`src/rtl/mlk_pkg.sv`:
```
// package: shared types, constants and sequencing functions of the morse letter keyer
package mlk_pkg;

    localparam int TIMER_WIDTH = 22;
    localparam int TONE_WIDTH  = 16;
    localparam int CFG_DATA_W  = 22;
    localparam int CFG_IDX_W   = 3;
    localparam int CHAIN_STEPS = 9;

    localparam logic [7:0] CODE_A = 8'h41;
    localparam logic [7:0] CODE_Z = 8'h5A;

    localparam logic [1:0] MARK_NONE = 2'd0;
    localparam logic [1:0] MARK_DOT  = 2'd1;
    localparam logic [1:0] MARK_DASH = 2'd2;

    localparam logic [CFG_IDX_W-1:0] REG_OUTPUT_MODE      = 3'd0;
    localparam logic [CFG_IDX_W-1:0] REG_DOT_TICKS        = 3'd1;
    localparam logic [CFG_IDX_W-1:0] REG_DASH_TICKS       = 3'd2;
    localparam logic [CFG_IDX_W-1:0] REG_GAP_TICKS        = 3'd3;
    localparam logic [CFG_IDX_W-1:0] REG_LETTER_GAP_TICKS = 3'd4;
    localparam logic [CFG_IDX_W-1:0] REG_TONE_HALF_TICKS  = 3'd5;
    localparam logic [CFG_IDX_W-1:0] REG_ERROR_TONE_TICKS = 3'd6;

    localparam logic [TIMER_WIDTH-1:0] DOT_TICKS_RST        = 22'd200000;
    localparam logic [TIMER_WIDTH-1:0] DASH_TICKS_RST       = 22'd800000;
    localparam logic [TIMER_WIDTH-1:0] GAP_TICKS_RST        = 22'd125000;
    localparam logic [TIMER_WIDTH-1:0] LETTER_GAP_TICKS_RST = 22'd125000;
    localparam logic [TONE_WIDTH-1:0]  TONE_HALF_TICKS_RST  = 16'd500;
    localparam logic [TIMER_WIDTH-1:0] ERROR_TONE_TICKS_RST = 22'd3000000;

    typedef enum logic [2:0] {
        PH_IDLE,
        PH_KEY_ON,
        PH_KEY_OFF,
        PH_LETTER_GAP,
        PH_ERROR_TONE
    } phase_t;

    typedef enum logic [2:0] {
        LD_KEEP,
        LD_DOT,
        LD_DASH,
        LD_GAP,
        LD_LGAP,
        LD_ERR,
        LD_ZERO
    } load_t;

    typedef struct packed {
        logic       letter_valid;
        logic [7:0] letter_code;
    } in_word_t;

    typedef struct packed {
        logic       led_level;
        logic       buzzer_level;
        logic       busy_res;
        logic       accepted;
        logic       error;
        logic [1:0] symbol_mark;
    } out_word_t;

    typedef struct packed {
        logic                   output_mode;
        logic [TIMER_WIDTH-1:0] dot_ticks;
        logic [TIMER_WIDTH-1:0] dash_ticks;
        logic [TIMER_WIDTH-1:0] gap_ticks;
        logic [TIMER_WIDTH-1:0] letter_gap_ticks;
        logic [TONE_WIDTH-1:0]  tone_half_ticks;
        logic [TIMER_WIDTH-1:0] error_tone_ticks;
    } cfg_t;

    typedef struct packed {
        logic dot;
        logic dash;
        logic gap;
        logic lgap;
        logic err;
    } zero_t;

    typedef struct packed {
        phase_t     phase;
        logic [3:0] pattern;
        logic [2:0] left;
        load_t      load;
        logic       tone_level;
        logic       tone_clr;
        logic [1:0] mark;
    } seq_t;

    // high nibble length, low nibble symbols with bit 0 first, 1 = dash
    function automatic logic [7:0] morse_entry(input logic [4:0] idx);
        logic [7:0] e;
        case (idx)
            5'd0:    e = 8'h22;
            5'd1:    e = 8'h41;
            5'd2:    e = 8'h45;
            5'd3:    e = 8'h31;
            5'd4:    e = 8'h10;
            5'd5:    e = 8'h44;
            5'd6:    e = 8'h33;
            5'd7:    e = 8'h40;
            5'd8:    e = 8'h20;
            5'd9:    e = 8'h4E;
            5'd10:   e = 8'h35;
            5'd11:   e = 8'h42;
            5'd12:   e = 8'h23;
            5'd13:   e = 8'h21;
            5'd14:   e = 8'h37;
            5'd15:   e = 8'h46;
            5'd16:   e = 8'h4B;
            5'd17:   e = 8'h32;
            5'd18:   e = 8'h30;
            5'd19:   e = 8'h11;
            5'd20:   e = 8'h34;
            5'd21:   e = 8'h48;
            5'd22:   e = 8'h36;
            5'd23:   e = 8'h49;
            5'd24:   e = 8'h4D;
            5'd25:   e = 8'h43;
            default: e = 8'h00;
        endcase
        return e;
    endfunction

    function automatic logic load_zero(input load_t ld, input zero_t z);
        logic r;
        case (ld)
            LD_DOT:  r = z.dot;
            LD_DASH: r = z.dash;
            LD_GAP:  r = z.gap;
            LD_LGAP: r = z.lgap;
            LD_ERR:  r = z.err;
            LD_ZERO: r = 1'b1;
            default: r = 1'b0;
        endcase
        return r;
    endfunction

    function automatic logic [TIMER_WIDTH-1:0] load_value(input load_t ld, input cfg_t c,
                                                          input logic [TIMER_WIDTH-1:0] keep);
        logic [TIMER_WIDTH-1:0] v;
        case (ld)
            LD_KEEP: v = keep;
            LD_DOT:  v = c.dot_ticks;
            LD_DASH: v = c.dash_ticks;
            LD_GAP:  v = c.gap_ticks;
            LD_LGAP: v = c.letter_gap_ticks;
            LD_ERR:  v = c.error_tone_ticks;
            default: v = '0;
        endcase
        return v;
    endfunction

    // one phase transition
    function automatic seq_t seq_step(input seq_t s);
        seq_t n;
        n = s;
        case (s.phase)
            PH_KEY_ON:
            begin
                n.phase      = PH_KEY_OFF;
                n.load       = LD_GAP;
                n.tone_level = 1'b0;
            end
            PH_KEY_OFF:
            begin
                n.mark    = s.pattern[0] ? MARK_DASH : MARK_DOT;
                n.pattern = {1'b0, s.pattern[3:1]};
                n.left    = s.left - 3'd1;
                if (n.left != 3'd0)
                begin
                    n.phase      = PH_KEY_ON;
                    n.load       = n.pattern[0] ? LD_DASH : LD_DOT;
                    n.tone_clr   = 1'b1;
                    n.tone_level = 1'b1;
                end
                else
                begin
                    n.phase = PH_LETTER_GAP;
                    n.load  = LD_LGAP;
                end
            end
            default:
            begin
                n.phase      = PH_IDLE;
                n.load       = LD_ZERO;
                n.tone_level = 1'b0;
            end
        endcase
        return n;
    endfunction

    // leave the current phase, skipping phases of zero length
    function automatic seq_t seq_run(input seq_t s, input zero_t z);
        seq_t r;
        logic run;
        r   = s;
        run = 1'b1;
        for (int i = 0; i < CHAIN_STEPS; i++)
        begin
            if (run)
            begin
                r   = seq_step(r);
                run = (r.phase != PH_IDLE) && load_zero(r.load, z);
            end
        end
        return r;
    endfunction

endpackage

```
`src/rtl/mlk_cfg_regs.sv`:
```
// configuration register file of the morse letter keyer
module mlk_cfg_regs (
    input  logic                            clk,
    input  logic                            rst_n,
    input  logic                            cfg_wr_en,
    input  logic [mlk_pkg::CFG_IDX_W-1:0]   cfg_index,
    input  logic [mlk_pkg::CFG_DATA_W-1:0]  cfg_data,
    output mlk_pkg::cfg_t                   cfg
);

    mlk_pkg::cfg_t cfg_reg;

    always_ff @(posedge clk or negedge rst_n)
    begin
        if (!rst_n)
        begin
            cfg_reg.output_mode      <= 1'b0;
            cfg_reg.dot_ticks        <= mlk_pkg::DOT_TICKS_RST;
            cfg_reg.dash_ticks       <= mlk_pkg::DASH_TICKS_RST;
            cfg_reg.gap_ticks        <= mlk_pkg::GAP_TICKS_RST;
            cfg_reg.letter_gap_ticks <= mlk_pkg::LETTER_GAP_TICKS_RST;
            cfg_reg.tone_half_ticks  <= mlk_pkg::TONE_HALF_TICKS_RST;
            cfg_reg.error_tone_ticks <= mlk_pkg::ERROR_TONE_TICKS_RST;
        end
        else if (cfg_wr_en)
        begin
            case (cfg_index)
                mlk_pkg::REG_OUTPUT_MODE:      cfg_reg.output_mode      <= cfg_data[0];
                mlk_pkg::REG_DOT_TICKS:        cfg_reg.dot_ticks        <= cfg_data;
                mlk_pkg::REG_DASH_TICKS:       cfg_reg.dash_ticks       <= cfg_data;
                mlk_pkg::REG_GAP_TICKS:        cfg_reg.gap_ticks        <= cfg_data;
                mlk_pkg::REG_LETTER_GAP_TICKS: cfg_reg.letter_gap_ticks <= cfg_data;
                mlk_pkg::REG_TONE_HALF_TICKS:
                    cfg_reg.tone_half_ticks <= cfg_data[mlk_pkg::TONE_WIDTH-1:0];
                mlk_pkg::REG_ERROR_TONE_TICKS: cfg_reg.error_tone_ticks <= cfg_data;
                default: ;
            endcase
        end
    end

    assign cfg = cfg_reg;

endmodule

```
`src/rtl/mlk_engine.sv`:
```
// keying state and single-pass next-state and result logic of the morse letter keyer
module mlk_engine (
    input  logic               clk,
    input  logic               rst_n,
    input  logic               step,
    input  mlk_pkg::in_word_t  in_word,
    input  mlk_pkg::cfg_t      cfg,
    output mlk_pkg::out_word_t res
);

    mlk_pkg::phase_t                   phase_reg;
    logic [3:0]                        pattern_reg;
    logic [2:0]                        left_reg;
    logic [mlk_pkg::TIMER_WIDTH-1:0]   countdown_reg;
    logic [mlk_pkg::TONE_WIDTH-1:0]    tone_cnt_reg;
    logic                              tone_level_reg;
    logic                              led_hold_reg;
    logic                              buz_hold_reg;

    mlk_pkg::seq_t                     s0;
    mlk_pkg::seq_t                     s1;
    mlk_pkg::seq_t                     s2;
    mlk_pkg::zero_t                    z;
    logic                              take;
    logic                              letter_ok;
    logic [4:0]                        letter_off;
    logic [7:0]                        entry;
    logic                              led_hold_next;
    logic                              buz_hold_next;
    logic [mlk_pkg::TIMER_WIDTH-1:0]   cd1;
    logic [mlk_pkg::TIMER_WIDTH-1:0]   cd_dec;
    logic [mlk_pkg::TIMER_WIDTH-1:0]   countdown_next;
    logic [mlk_pkg::TONE_WIDTH-1:0]    tc1;
    logic [mlk_pkg::TONE_WIDTH-1:0]    tc_inc;
    logic [mlk_pkg::TONE_WIDTH-1:0]    tc2;
    logic [mlk_pkg::TONE_WIDTH-1:0]    half;
    logic [mlk_pkg::TONE_WIDTH-1:0]    tone_cnt_next;
    logic                              tl2;
    logic                              tone_level_next;
    logic                              led;
    logic                              buz;
    logic                              busy;

    assign z.dot  = (cfg.dot_ticks == '0);
    assign z.dash = (cfg.dash_ticks == '0);
    assign z.gap  = (cfg.gap_ticks == '0);
    assign z.lgap = (cfg.letter_gap_ticks == '0);
    assign z.err  = (cfg.error_tone_ticks == '0);

    assign letter_ok  = in_word.letter_code inside {[mlk_pkg::CODE_A:mlk_pkg::CODE_Z]};
    assign letter_off = 5'(in_word.letter_code - mlk_pkg::CODE_A);
    assign entry      = mlk_pkg::morse_entry(letter_off);
    assign take       = in_word.letter_valid && (phase_reg == mlk_pkg::PH_IDLE);
    assign half       = (cfg.tone_half_ticks == '0) ? 16'd1 : cfg.tone_half_ticks;

    always_comb
    begin
        s0.phase      = phase_reg;
        s0.pattern    = pattern_reg;
        s0.left       = left_reg;
        s0.load       = mlk_pkg::LD_KEEP;
        s0.tone_level = tone_level_reg;
        s0.tone_clr   = 1'b0;
        s0.mark       = mlk_pkg::MARK_NONE;
        led_hold_next = led_hold_reg;
        buz_hold_next = buz_hold_reg;

        // letter intake
        if (take)
        begin
            led_hold_next = 1'b0;
            buz_hold_next = 1'b0;
            if (letter_ok)
            begin
                s0.pattern    = entry[3:0];
                s0.left       = entry[6:4];
                s0.phase      = mlk_pkg::PH_KEY_ON;
                s0.load       = entry[0] ? mlk_pkg::LD_DASH : mlk_pkg::LD_DOT;
                s0.tone_clr   = 1'b1;
                s0.tone_level = 1'b1;
            end
            else
            begin
                led_hold_next = 1'b1;
                if (cfg.output_mode)
                begin
                    buz_hold_next = 1'b1;
                end
                else
                begin
                    s0.phase      = mlk_pkg::PH_ERROR_TONE;
                    s0.load       = mlk_pkg::LD_ERR;
                    s0.tone_clr   = 1'b1;
                    s0.tone_level = 1'b1;
                end
            end
        end

        if (take && (s0.phase != mlk_pkg::PH_IDLE) && mlk_pkg::load_zero(s0.load, z))
            s1 = mlk_pkg::seq_run(s0, z);
        else
            s1 = s0;

        cd1    = mlk_pkg::load_value(s1.load, cfg, countdown_reg);
        cd_dec = cd1 - 22'd1;
        tc1    = s1.tone_clr ? '0 : tone_cnt_reg;
        tc_inc = tc1 + 16'd1;

        // one tick of the current phase
        led  = led_hold_next;
        buz  = buz_hold_next;
        busy = 1'b0;
        tc2  = tc1;
        tl2  = s1.tone_level;
        if (s1.phase inside {mlk_pkg::PH_KEY_ON, mlk_pkg::PH_ERROR_TONE})
        begin
            if ((s1.phase == mlk_pkg::PH_KEY_ON) && !cfg.output_mode)
                led = 1'b1;
            if ((s1.phase == mlk_pkg::PH_ERROR_TONE) || cfg.output_mode)
                buz = buz | s1.tone_level;
            if (tc_inc >= half)
            begin
                tc2 = '0;
                tl2 = ~s1.tone_level;
            end
            else
            begin
                tc2 = tc_inc;
            end
        end

        s2              = s1;
        countdown_next  = cd1;
        tone_cnt_next   = tc2;
        tone_level_next = tl2;
        if (s1.phase != mlk_pkg::PH_IDLE)
        begin
            busy           = 1'b1;
            countdown_next = cd_dec;
            if (cd_dec == '0)
            begin
                s2            = s1;
                s2.tone_level = tl2;
                s2.tone_clr   = 1'b0;
                s2            = mlk_pkg::seq_run(s2, z);
                countdown_next  = mlk_pkg::load_value(s2.load, cfg, cd_dec);
                tone_cnt_next   = s2.tone_clr ? '0 : tc2;
                tone_level_next = s2.tone_level;
            end
        end

        res.led_level    = led;
        res.buzzer_level = buz;
        res.busy_res     = busy;
        res.accepted     = take;
        res.error        = take && !letter_ok;
        res.symbol_mark  = s2.mark;
    end

    always_ff @(posedge clk or negedge rst_n)
    begin
        if (!rst_n)
        begin
            phase_reg      <= mlk_pkg::PH_IDLE;
            pattern_reg    <= '0;
            left_reg       <= '0;
            countdown_reg  <= '0;
            tone_cnt_reg   <= '0;
            tone_level_reg <= 1'b0;
            led_hold_reg   <= 1'b0;
            buz_hold_reg   <= 1'b0;
        end
        else if (step)
        begin
            phase_reg      <= s2.phase;
            pattern_reg    <= s2.pattern;
            left_reg       <= s2.left;
            countdown_reg  <= countdown_next;
            tone_cnt_reg   <= tone_cnt_next;
            tone_level_reg <= tone_level_next;
            led_hold_reg   <= led_hold_next;
            buz_hold_reg   <= buz_hold_next;
        end
    end

endmodule

```
`src/rtl/morse_letter_keyer_core.sv`:
```
// top level of the morse letter keyer: config registers, keying engine, result register
// the result word of a tick word is registered on the edge that takes it
// throughput: one tick word per cycle while in_stall is low, set by the single-pass keying state update
// in_stall is high only while the result register is full and out_stall holds it
// reset: keyer idle, holds and tone cleared, timing registers at their defaults,
// result register empty
module morse_letter_keyer_core (
    input  logic                            clk,
    input  logic                            rst_n,
    input  logic                            cfg_wr_en,
    input  logic [mlk_pkg::CFG_IDX_W-1:0]   cfg_index,
    input  logic [mlk_pkg::CFG_DATA_W-1:0]  cfg_data,
    input  logic                            in_valid,
    output logic                            in_stall,
    input  mlk_pkg::in_word_t               in_data,
    output logic                            out_valid,
    input  logic                            out_stall,
    output mlk_pkg::out_word_t              out_data
);

    mlk_pkg::cfg_t      cfg;
    mlk_pkg::out_word_t res;
    mlk_pkg::out_word_t out_data_reg;
    logic               out_valid_reg;
    logic               step;

    assign in_stall = out_valid_reg && out_stall;
    assign step     = in_valid && !in_stall;

    mlk_cfg_regs u_cfg (
        .clk       (clk),
        .rst_n     (rst_n),
        .cfg_wr_en (cfg_wr_en),
        .cfg_index (cfg_index),
        .cfg_data  (cfg_data),
        .cfg       (cfg)
    );

    mlk_engine u_engine (
        .clk     (clk),
        .rst_n   (rst_n),
        .step    (step),
        .in_word (in_data),
        .cfg     (cfg),
        .res     (res)
    );

    always_ff @(posedge clk or negedge rst_n)
    begin
        if (!rst_n)
            out_valid_reg <= 1'b0;
        else if (step)
            out_valid_reg <= 1'b1;
        else if (!out_stall)
            out_valid_reg <= 1'b0;
    end

    always_ff @(posedge clk)
    begin
        if (step)
            out_data_reg <= res;
    end

    assign out_valid = out_valid_reg;
    assign out_data  = out_data_reg;

endmodule

```
`config.mk`:
```
export PLATFORM = sky130hd
export DESIGN_NAME = morse_letter_keyer_core
export DESIGN_NICKNAME = d
export VERILOG_FILES = /design/src/rtl/mlk_pkg.sv /design/src/rtl/mlk_cfg_regs.sv /design/src/rtl/mlk_engine.sv /design/src/rtl/morse_letter_keyer_core.sv
export SDC_FILE = /design/constraint.sdc
export NUM_CORES = 1
export LEC_CHECK = 0
export ABC_AREA = 1
export ABC_CLOCK_PERIOD_IN_PS = 18650
export BUFFER_PORTS_ARGS = -buffer_cell sky130_fd_sc_hd__buf_2
export CAP_MARGIN = 20
export CORE_ASPECT_RATIO = 1.75
export CORE_UTILIZATION = 40
export CTS_BUF_LIST = sky130_fd_sc_hd__clkbuf_8
export DETAILED_ROUTE_END_ITERATION = 7
export PLACE_DENSITY_LB_ADDON = 0.1
export SYNTH_ARGS = -nofsm -noshare
export SYNTH_HDL_FRONTEND = slang
export SYNTH_HIERARCHICAL = 1
export SYNTH_SLANG_ARGS = --single-unit
export TNS_END_PERCENT = 5
```
`constraint.sdc`:
```
create_clock -name clk -period 18.65 [get_ports clk]
set_clock_uncertainty 0.2 [all_clocks]
set_input_delay 1.865 -clock clk [delete_from_list [all_inputs] [get_ports clk]]
set_output_delay 1.865 -clock clk [all_outputs]
set_load 0.005 [all_outputs]
```
==> results.sh, run 1 <==
export IMPL_status="complete, no violations"
export IMPL_critPathRequiredTime_ns=18.89
export IMPL_yosys_area_share_simple=0.437
export IMPL_yosysMostFrequentCell="nand2_1"
export IMPL_num_rows=110
export IMPL_hold_viol_final=0
export IMPL_synth_top_family_by_area="simple AND/OR/NAND/NOR gates"
export IMPL_synth_flop_cell="dfrtp_1"
export IMPL_max_vdd_ir_drop_mv=0.0679
export IMPL_finalInstanceArea_mm2=0.0261
export IMPL_hold_buffers=0
export IMPL_crit_arrival_ns=17.80
export IMPL_nets=3894
export IMPL_first_iter_violations=1607
export IMPL_netlist_area_mm2=0.0209
export IMPL_area_growth_pct=24.7
export IMPL_clock_sinks=186
export IMPL_synth_fp_nets=3431
export IMPL_drive_above_1_share=0.278
export IMPL_worstSetupPathType="in -> reg"
export IMPL_pre_cts_ws_ns=-0.809
export IMPL_leakagePower_nw=13.6
export IMPL_cp_slowest_cell="ha_1"
export IMPL_finalCriticalPeriod_ns=17.56
export IMPL_largest_reg_flops=127
export IMPL_num_io_pins=48
export IMPL_ys_seq_area_frac=0.227
export IMPL_routabilityCongestion=0.977
export IMPL_track_usage=0.303
export IMPL_synthArstFlopShare=0.962
export IMPL_pwr_density_cell_mw_per_mm2=91.2
export IMPL_synth_top_cell_by_area="nand2_1"
export IMPL_drtAntennaViolNets=0
export IMPL_fin_setup_tns_ns=0
export IMPL_post_dp_cell_area_mm2=0.0249
export IMPL_worstSetupEndpointType="register"
export IMPL_wl_per_cell_um=18.2
export IMPL_ctsHtreeMaxLevel=4
export IMPL_syn_area_per_cell_um2=6.36
export IMPL_cp_buffers_inverters=33
export IMPL_dp_cells=4386
export IMPL_grt_max_degree=112
export IMPL_cts_path_max_buffers=2
export IMPL_clkLatencyLatePin_ns=0.53
export IMPL_grt_pass1_vias=23600
export IMPL_synth_cells=3288
export IMPL_ys_ff_latch=186
export IMPL_dr_pass1_iters=7
export IMPL_cp_slowest_stage_delay_ns=0.32
export IMPL_fin_crit_sh=0.942
export IMPL_whs_ns=0.278
export IMPL_synth_edf_count=7
export IMPL_cts_root_buf="clkbuf_8"
export IMPL_ys_warn_count=6
export IMPL_clkTransAtPathRegs_ns=0.10
export IMPL_grt_overflow=0
export IMPL_min_delay_path_class="reg -> reg"
export IMPL_worst_pin_slew_ns=1.11
export IMPL_synth_compound_area_frac=0.126
export IMPL_via_count=23400
export IMPL_fmax_mhz=56.9
export IMPL_drt_wl_total_um=80900
export IMPL_synth_xor_area_frac=0.0205
export IMPL_cts_buffers=17
export IMPL_cp_start_kind="primary input"
export IMPL_die_h_um=305
export IMPL_initial_utilization=0.405
export IMPL_avgViaCountPerCell=5.26
export IMPL_totalPowerFinal_mw=2.38
export IMPL_final_max_slew_viol_count=0
export IMPL_stdcell_count=4438
export IMPL_setup_viol=0
export IMPL_drc=0
export IMPL_synth_area_leaders="nand2_1, dfrtp_1, inv_1"
export IMPL_dpl_hpwl_um=65000
export IMPL_slew_headroom=0.263
export IMPL_netlist_top_cells_count="nand2_1, inv_1, nand3_1"
export IMPL_drv_cap=0
export IMPL_cpLargestDelayFamily="simple AND/OR/NAND/NOR gates"
export IMPL_yosys_area_share_adder=0.0622
export IMPL_dieArea_mm2=0.0533
export IMPL_path_max_fanout=6
export IMPL_synth_mux_area_frac=0.00102
export IMPL_io_buffer_count=47
export IMPL_core_area_mm2=0.0516
export IMPL_setup_ws_ns=1.09
export IMPL_antenna_found_initial=1
export IMPL_postLayoutCoreUtil=0.505
export IMPL_die_w_um=175
export IMPL_synth_top_area_share=0.178
export IMPL_cts_tree="done"
export IMPL_grt_pass1_wl_um=127000
export IMPL_synth_distinct_cells=83
[final cells by class]
class,count,area (um^2)
Antenna cell,2,5.00
Tap cell,672,841
Clock buffer,18,248
Inverter,497,1890
Multi-Input combinational cell,2507,14200
Fill cell,5463,25500
Clock inverter,14,181
Sequential cell,186,4740
Timing Repair Buffer,542,4020
[worst reg2reg max path, delay by kind of cell, from the launching register on]
family	cells	cell delay (ns)
compound gates	12	1.89
xor+xnor	3	0.57
fa+ha+maj	11	2.47
buf+inv	29	3.62
flops	1	0.44
simple gates	63	7.41
[power breakdown]
group | internal, mW | total, mW | switching [mW]
combinational | 0.570 | 1.48 | 0.912
sequential | 0.515 | 0.601 | 0.0858
clock | 0.128 | 0.297 | 0.169
total | 1.21 | 2.38 | 1.17
[repair_timing]
item,in CTS,in global routing
gates resized for setup,8,164
endpoints found under the setup margin,43,50
buffers inserted,0,18
gates cloned,0,0
pin swaps,0,41
[cell usage in the layout (no fill, tap or decap), types with 18 or more instances in the layout]
master	instances
o211ai_1	29
nor3_1	26
nor2_1	215
nand4_1	96
nand2_4	23
inv_1	415
nor2_2	41
inv_2	59
buf_2	46
o21ai_1	36
o21ai_2	23
nor2_4	24
o22ai_1	22
clkbuf_8	19
nor4_1	34
buf_4	489
xor2_1	31
nand3_1	271
nand3_2	51
a21oi_1	94
dfstp_2	42
nand2_1	980
nand2_2	102
dfrtp_1	137
ha_1	80
nand3_4	18
o21ai_0	142
[per-layer routing]
metal | vias to the layer above | wire, um | GRT usage
met3 | 220 | 2550 | 0.0225
met5 | - | 0 | 0
met2 | 637 | 43300 | 0.581
met4 | 0 | 5450 | 0.192
met1 | 10900 | 29600 | 0.313
li1 | 11600 | - | -
[cell families after synthesis]
group	count (synthesis)
xor gates and xnor gates	48
AOI/OAI and AO/OA	442
buffers and inverters	595
DFF	186
muxes	2
adders and majority gates	104
and+or+nand+nor	1911
[final timing paths]
path | from | end | slack (ns) | cells after the start
worst max-delay path | in_data[0] | u_engine/countdown_reg[2] | 1.09 | 133
worst min-delay path | u_cfg/cfg[10] | u_cfg/cfg[10] | 0.28 | 2
worst max register to register | u_cfg/cfg[103] | u_engine/countdown_reg[2] | 1.98 | 118
worst min register to register | u_cfg/cfg[10] | u_cfg/cfg[10] | 0.28 | 2
max in group asynchronous | rst_n | u_cfg/cfg[35] | 15.50 | 2
min in group asynchronous | rst_n | u_cfg/cfg[59] | 1.24 | 1
(Power assumes the default switching activity.)
==> run 2: changes to the inputs <==
--- a/config.mk
+++ b/config.mk
@@ -9,11 +9,12 @@
 export ABC_CLOCK_PERIOD_IN_PS = 18650
 export BUFFER_PORTS_ARGS = -buffer_cell sky130_fd_sc_hd__buf_2
 export CAP_MARGIN = 20
-export CORE_ASPECT_RATIO = 1.75
 export CORE_UTILIZATION = 40
 export CTS_BUF_LIST = sky130_fd_sc_hd__clkbuf_8
 export DETAILED_ROUTE_END_ITERATION = 7
 export PLACE_DENSITY_LB_ADDON = 0.1
+export RECOVER_POWER = 25
+export REMOVE_ABC_BUFFERS = 1
 export SYNTH_ARGS = -nofsm -noshare
 export SYNTH_HDL_FRONTEND = slang
 export SYNTH_HIERARCHICAL = 1
==> run 2 against run 1 <==
Effect of this change: the run now ends with capacitance limit, slew limit left; die area about the same; via count up 1.0%; largest power group unchanged; sequential power about the same; first-iteration DRC count up 13%; wire length down 4.5%; non-clock buffer count down 7; utilization about the same.
==> results.sh, run 2 (same netlist as run 1, synthesis figures left out) <==
export IMPL_track_usage=0.287
export IMPL_clock_sinks=186
export IMPL_stdcell_count=4439
export IMPL_drtAntennaViolNets=0
export IMPL_grt_overflow=0
export IMPL_fmax_mhz=57.6
export IMPL_area_growth_pct=24.4
export IMPL_cts_tree="done"
export IMPL_clkLatencyLatePin_ns=0.52
export IMPL_crit_arrival_ns=17.63
export IMPL_worst_pin_slew_ns=6.13
export IMPL_num_io_pins=48
export IMPL_r2r_slack_ns=2.46
export IMPL_cpLargestDelayFamily="simple AND/OR/NAND/NOR gates"
export IMPL_dr_pass1_iters=6
export IMPL_worstSetupEndpointType="register"
export IMPL_die_w_um=231
export IMPL_cp_slowest_cell="ha_1"
export IMPL_grt_pass1_wl_um=122000
export IMPL_num_rows=83
export IMPL_hold_buffers=0
export IMPL_grt_max_degree=109
export IMPL_dieArea_mm2=0.0532
export IMPL_initial_utilization=0.406
export IMPL_layout_commonest_cell="nand2_1"
export IMPL_antenna_found_initial=0
export IMPL_setup_viol=0
export IMPL_drv_cap=1
export IMPL_fin_crit_sh=0.932
export IMPL_die_h_um=231
export IMPL_finalCriticalPeriod_ns=17.37
export IMPL_cts_buffers=17
export IMPL_crit_top_cell="nand2_1"
export IMPL_clkTransAtPathRegs_ns=0.10
export IMPL_cp_buffers_inverters=34
export IMPL_drc=0
export IMPL_final_cell_mix="nand2_1, buf_4, inv_1"
export IMPL_critPathRequiredTime_ns=18.90
export IMPL_max_vdd_ir_drop_mv=0.0640
export IMPL_status="finished, violations left"
export IMPL_drt_wl_total_um=77300
export IMPL_dp_cells=4383
export IMPL_min_delay_path_class="reg -> reg"
export IMPL_dpl_hpwl_um=58900
export IMPL_cp_start_kind="primary input"
export IMPL_avgViaCountPerCell=5.32
export IMPL_routabilityCongestion=0.947
export IMPL_wl_per_cell_um=17.4
export IMPL_leakagePower_nw=13.5
export IMPL_final_max_slew_viol_count=109
export IMPL_io_buffer_count=47
export IMPL_worstSetupPathType="in -> reg"
export IMPL_core_area_mm2=0.0515
export IMPL_totalPowerFinal_mw=2.35
export IMPL_setup_ws_ns=1.28
export IMPL_cp_slowest_stage_delay_ns=0.32
export IMPL_whs_ns=0.274
export IMPL_pwr_density_cell_mw_per_mm2=90.1
export IMPL_drive_above_1_share=0.276
export IMPL_slew_headroom=-3.09
export IMPL_largest_reg_flops=127
export IMPL_cts_root_buf="clkbuf_8"
export IMPL_cts_path_max_buffers=2
export IMPL_via_count=23600
export IMPL_path_max_fanout=9
export IMPL_grt_pass1_vias=22600
export IMPL_pre_cts_ws_ns=-0.526
export IMPL_ctsHtreeMaxLevel=4
export IMPL_first_iter_violations=1819
export IMPL_violations="capacitance limit, slew limit"
export IMPL_nets=3888
export IMPL_hold_viol_final=0
run 2: per-stage QoR:
stage                     setup TNS, ns   util  instance area (um^2)
final                                 0  0.505                 26000
after global routing             -0.832  0.505                 26000
after CTS                             0  0.490                 25200
after detailed placement         -19.58  0.482                 24800
after global placement           -0.807  0.482                 24800
after floorplan                  -13.07      -                 20200
run 2: metal layers:
layer	global-route usage	routed length, um	vias to the layer above
met5	0	0	-
met3	0.0252	3830	124
met1	0.375	34000	11200
met4	0.0960	2300	0
li1	-	-	11600
met2	0.495	37200	712
run 2: path summary, 6_finish.rpt:
path | startpoint | to | depth (start not counted)
min | u_cfg/cfg[28] | u_cfg/cfg[28] | 2
min in group asynchronous | rst_n | u_cfg/cfg[8] | 1
max in group asynchronous | rst_n | u_engine/countdown_reg[4] | 1
min reg2reg | u_cfg/cfg[28] | u_cfg/cfg[28] | 2
max reg2reg | u_engine/phase_reg[1] | u_engine/countdown_reg[5] | 125
max | in_data[1] | u_engine/countdown_reg[5] | 132
run 2: final cells by class:
class                   instances  area [um^2]
clock inverters                15          140
well taps                     680          851
repair buffers                535         3960
clock buffers                  17          234
multi-input cells            2508        14200
fillers                      5375        25500
flip-flops and latches        186         4740
diodes                          1         2.50
inverters                     497         1900
run 2: repair_timing:
item / in CTS / in global routing
pin swaps: 0 / 48
buffers inserted: 0 / 21
gates resized for setup: 3 / 175
cloned: 0 / 1
setup endpoints to repair: 20 / 50
run 2: power breakdown:
part	leakage (nW)	switching, mW	internal (mW)
Combinational	11.1	0.900	0.574
Sequential	2.23	0.0836	0.515
Clock	0.184	0.176	0.0974
run 2: tightest hold or removal path: stages (launching register included):
cell and delay [ns]:
dfstp_2 0.38, nand2_1 0.06, nand2_1 0.05
